**config.mk**
```make
export PLATFORM = sky130hd
export DESIGN_NAME = feec_ctrl
export DESIGN_NICKNAME = d
export VERILOG_FILES = /design/src/hw/rtl/feec_pkg.sv /design/src/hw/rtl/feec_ctrl.sv
export SDC_FILE = /design/constraint.sdc
export NUM_CORES = 1
export LEC_CHECK = 0
export ABC_AREA = 1
export BUFFER_PORTS_ARGS = -buffer_cell sky130_fd_sc_hd__buf_2
export CAP_MARGIN = 20
export CORE_AREA = 2 2 39 41
export DETAILED_ROUTE_END_ITERATION = 6
export DIE_AREA = 0 0 41 43
export PLACE_DENSITY = 0.36
export SLEW_MARGIN = 30
export SYNTH_ARGS = -nofsm -noshare
export SYNTH_HDL_FRONTEND = slang
export SYNTH_SLANG_ARGS = --single-unit
```
**constraint.sdc**
```tcl
create_clock -name clk_i -period 2.5 [get_ports clk_i]
set_clock_uncertainty 0.2 [all_clocks]
set_input_delay 0.375 -clock clk_i [delete_from_list [all_inputs] [get_ports clk_i]]
set_output_delay 0.375 -clock clk_i [all_outputs]
set_load 0.05 [all_outputs]
```
**src/hw/rtl/feec_pkg.sv**
```systemverilog
// Shared types, codes and default sizes for the flash EEPROM emulation controller.
`default_nettype none

package feec_pkg;

  localparam int FLASH_W = 18;
  localparam int ADDR_W  = 16;
  localparam int DATA_W  = 8;
  localparam int KIND_W  = 3;

  localparam int EEPROM_BYTES_DEF = 4096;
  localparam int PAGE_BYTES_DEF   = 64;
  localparam int ROW_BYTES_DEF    = 256;

  localparam logic [FLASH_W-1:0] FLASH_BASE_RESET = 18'h3F000;
  localparam logic [DATA_W-1:0]  ERASED_BYTE      = 8'hFF;

  typedef enum logic [KIND_W-1:0] {
    KIND_READ      = 3'd0,
    KIND_IGNORED   = 3'd1,
    KIND_UNCHANGED = 3'd2,
    KIND_ERASE     = 3'd3,
    KIND_PROGRAM   = 3'd4
  } kind_e;

  typedef enum logic [1:0] {
    ST_CLEAR,
    ST_IDLE,
    ST_LOOKUP,
    ST_PAGES
  } state_e;

  // Commands from the controller to the datapath.
  typedef struct packed {
    logic clear_step;
    logic capture;
    logic emit_first;
    logic emit_page;
  } cmd_t;

  // Status from the datapath to the controller.
  typedef struct packed {
    logic clear_last;
    logic slot_free;
    logic erase_more;
    logic page_last;
  } sts_t;

endpackage

`default_nettype wire

```
**src/hw/rtl/feec_ctrl.sv**
```systemverilog
// Controller state machine: clearing pass, item capture, lookup and page sequencing.
`default_nettype none

module feec_ctrl
  import feec_pkg::*;
(
  input  wire  clk_i,
  input  wire  rst_ni,
  input  wire  in_valid_i,
  output logic in_stall_o,
  input  sts_t sts_i,
  output cmd_t cmd_o
);

  state_e state_q, state_d;

  always_ff @(posedge clk_i or negedge rst_ni) begin
    if (!rst_ni) begin
      state_q <= ST_CLEAR;
    end else begin
      state_q <= state_d;
    end
  end

  always_comb begin
    state_d    = state_q;
    cmd_o      = '0;
    in_stall_o = 1'b1;
    case (state_q)
      ST_CLEAR: begin
        cmd_o.clear_step = 1'b1;
        if (sts_i.clear_last) begin
          state_d = ST_IDLE;
        end
      end
      ST_IDLE: begin
        in_stall_o = 1'b0;
        if (in_valid_i) begin
          cmd_o.capture = 1'b1;
          state_d       = ST_LOOKUP;
        end
      end
      ST_LOOKUP: begin
        if (sts_i.slot_free) begin
          cmd_o.emit_first = 1'b1;
          state_d          = sts_i.erase_more ? ST_PAGES : ST_IDLE;
        end
      end
      ST_PAGES: begin
        if (sts_i.slot_free) begin
          cmd_o.emit_page = 1'b1;
          if (sts_i.page_last) begin
            state_d = ST_IDLE;
          end
        end
      end
      default: begin
        state_d = ST_IDLE;
      end
    endcase
  end

endmodule

`default_nettype wire

```
==> metrics.md <==
| Metric | Value |
|---|---|
| Yosys reg bits | 2 |
| Fin util | 25.0% |
| Die Width | 41 um |
| Final Slew Violations | 0 |
| Leak | 0.226 nW |
| Worst-path fanout max | 4 |
| Inserted Diodes | 0 |
| Vias | 238 |
| Die Ht | 43 um |
| Placed Instance Area | 313 um2 |
| Reg power frac | 14.6% |
| Clock slew at reported path FFs | 0.03 ns |
| Synthesis Warnings | 0 |
| Critical setup path kind | flop to primary output |
| Clock Tree Buf Depth | 2 |
| GRT Util Overall | 7.03% |
| Relative slew slack | 83.6% |
| Synth cell types | 11 |
| Synth top area share | 21.1% |
| Drt pass-1 iters | 3 |
| Initial Utilization | 17.2% |
| Residual DRC | 0 |
| Post-DP HPWL | 415 um |
| Clock Sinks | 2 |
| Routed Antenna Nets | 0 |
| Count of final setup violators | 0 |
| Max FFs per register | 2 |
| Top flop regs | state_q x2 |
| Critical Path End Type | primary output |
| Multi-input gate area | 148 um2 |
| Cts bufs inserted | 3 |
| Post-route cell area | 345 um2 |
| Largest net degree at the start of global routing | 5 |
| Total grt overflow | 0 |
| Worst r2r dst | state_q[0]$_DFFE_PN0P_ |
| Area grow syn2layout | 45.3% |
| Sw Ratio | 55.6% |
| CTS Root Buffer Type | clkbuf_4 |
| Status | finished, final reports clean |
| CP Launch Type | flop |
| Via/cell ratio | 3.61 |
| Final hold vios | 0 |
| CTS tree | done |
| HP Class | primary input to asynchronous set/reset pin |
| Max-capacitance violation count | 0 |
| WL final | 485 um |
| Worst R2R Path Depth | 6 |
| Worst reg2reg startpoint | state_q[1]$_DFFE_PN0P_ |
| Critical Path RT | 1.92 ns |
| Syn avg cell area | 6.79 um2 |
| Core area | 1380 um2 |
| Psw | 0.236 mW |
| Hold_ws | 0.279 ns |
| Synthesized instance count | 35 |
| Mapped Area | 238 um2 |
| Average routed wire per standard cell | 7.35 um |
| H-tree depth | 1 |
| Cell Rows | 14 |
| Place WS | 0.871 ns |
| Setup_tns | 0 ns |
| First-pass GRT wire length | 814 um |
| Period minus WS final | 1.85 ns |
| Final Cycle Share | 73.9% |
| Post-synth top area cell | dfrtp_1 |
| Setup repair bufs after CTS | 0 |
| Worst Max-Slew Pin Slew | 0.248 ns |
| Net count after synthesis | 46 |
| I/O pin cnt | 12 |
| Crit path DAT | 1.27 ns |
| Fmax | 541 MHz |
| RD Place Congestion | 0.700 |
| Register area share after synthesis | 21.1% |
| CP Cell Sequence | inv_1, ha_1, nand2_1, inv_1, buf_2 |
| Reg2reg setup slack | 1.10 ns |
| Max incr delay on CP | 0.40 ns |
| I/O Buffers | 11 |
| Starting DRC count in detailed routing | 2 |
| Clock latency on the worst-skew pair | 0.22 ns |
| Delay-heaviest family, CP | flip-flops |
| WP buf/inv | 3 |
| Pint | 0.188 mW |
| Final net count | 63 |
| Post-route setup slack | 0.653 ns |
| Post-CTS Hold Buffers | 1 |
| Resized cells post-CTS | 0 |
| Synth top area cells | dfrtp_1, ha_1, nand2_1 |
| Antenna violations before repair | 0 |
| VDD IR max | 368 uV |
| Gate power share | 68.9% |
| Die ar. | 1760 um2 |
| Unrepaired setup endpoints after global routing | false |
| Top cell by count, worst path | inv_1 |
| Register area | 50.0 um2 |
| Vias in the first global route | 229 |
| Clock power frac | 16.5% |
| Share of post-route cells with drive strength above 1 | 44.0% |
| Filler Cells Inserted | 153 |
| Max stage delay cell, worst path | dfrtp_1 |
| Pwr/cell area | 1230 nW/um2 |
| Largest reg by FF count | state_q |
-- synthesized netlist by cell type, drive strengths merged --
cell type  number
nor2            1
nand2          14
nand3           2
dfrtp           2
a21boi          1
ha              4
inv            10
nand4           1
-- per-layer routing --
layer	share of wire (%)	wire length, um	global-route usage (%)
met3	6.8	33	1.57
met5	0	0	0
met2	42	205	9.38
met4	0	0	6.00
met1	51	245	9.00
-- cells in the final DEF (no fill, tap or decap) --
| cell type | instances |
|---|---|
| buf_2 | 11 |
| nand2_1 | 10 |
| inv_1 | 7 |
| nand2_2 | 4 |
| ha_1 | 4 |
| clkbuf_4 | 3 |
| inv_2 | 2 |
| nand3_1 | 2 |
| dfrtp_1 | 2 |
| nand4_1 | 1 |
| inv_4 | 1 |
| nor2_4 | 1 |
| a21boi_1 | 1 |
| dlygate4sd3_1 | 1 |
-- worst register-to-register path: stages, from the launching register on --
cell     delay [ns]
dfrtp_1        0.38
inv_1          0.09
ha_1           0.21
nand2_1        0.14
nand4_1        0.14
nand2_1        0.08
nand2_1        0.05
-- through the flow --
step / cells / power (mW)
finish: 66 / 0.424
global route: 66 / 0.472
CTS: 66 / 0.433
detailed placement: 62 / 0.356
global placement: 62 / 0.361
floorplan: 35 / 0.302
-- kinds of logic after synthesis --
| kind of cell | after synthesis | synth area share, % |
|---|---|---|
| DFF | 2 | 21.1 |
| buffers and inverters | 10 | 16.8 |
| AOI/OAI and AO/OA | 1 | 3.16 |
| and+or+nand+nor | 18 | 37.9 |
| adders and majority gates | 4 | 21.1 |
-- power by group through the flow --
stage / clock network (mW) / registers (mW) / logic [mW]
2_1_floorplan: 0 / 0.0592 / 0.242
3_3_place_gp: 0 / 0.0611 / 0.300
3_5_place_dp: 0 / 0.0626 / 0.294
4_1_cts: 0.0743 / 0.0622 / 0.297
5_1_grt: 0.0787 / 0.0662 / 0.327
6_report: 0.0700 / 0.0620 / 0.292
-- cell type report --
type                    instances  area share [%]
multi-input cells              23            42.8
repair buffers                 12            18.8
flip-flops and latches          2            14.5
inverters                      10            11.6
clock buffers                   3            6.52
well taps                      16            5.80
-- worst max-delay path by stage --
stage / cells past startpoint / endpoint / start / slack (ns)
after floorplan: 7 / state_q[0]$_DFFE_PN0P_ / state_q[0]$_DFFE_PN0P_ / 0.90
after detailed placement: 5 / cmd_o[1] / state_q[0]$_DFFE_PN0P_ / 0.87
after CTS: 5 / cmd_o[1] / state_q[0]$_DFFE_PN0P_ / 0.63
after global placement: 5 / cmd_o[1] / state_q[0]$_DFFE_PN0P_ / 0.88
final: 5 / cmd_o[1] / state_q[0]$_DFFE_PN0P_ / 0.65
after global routing: 5 / cmd_o[2] / state_q[1]$_DFFE_PN0P_ / 0.54
Note: power is estimated with default switching activity, not from simulation.
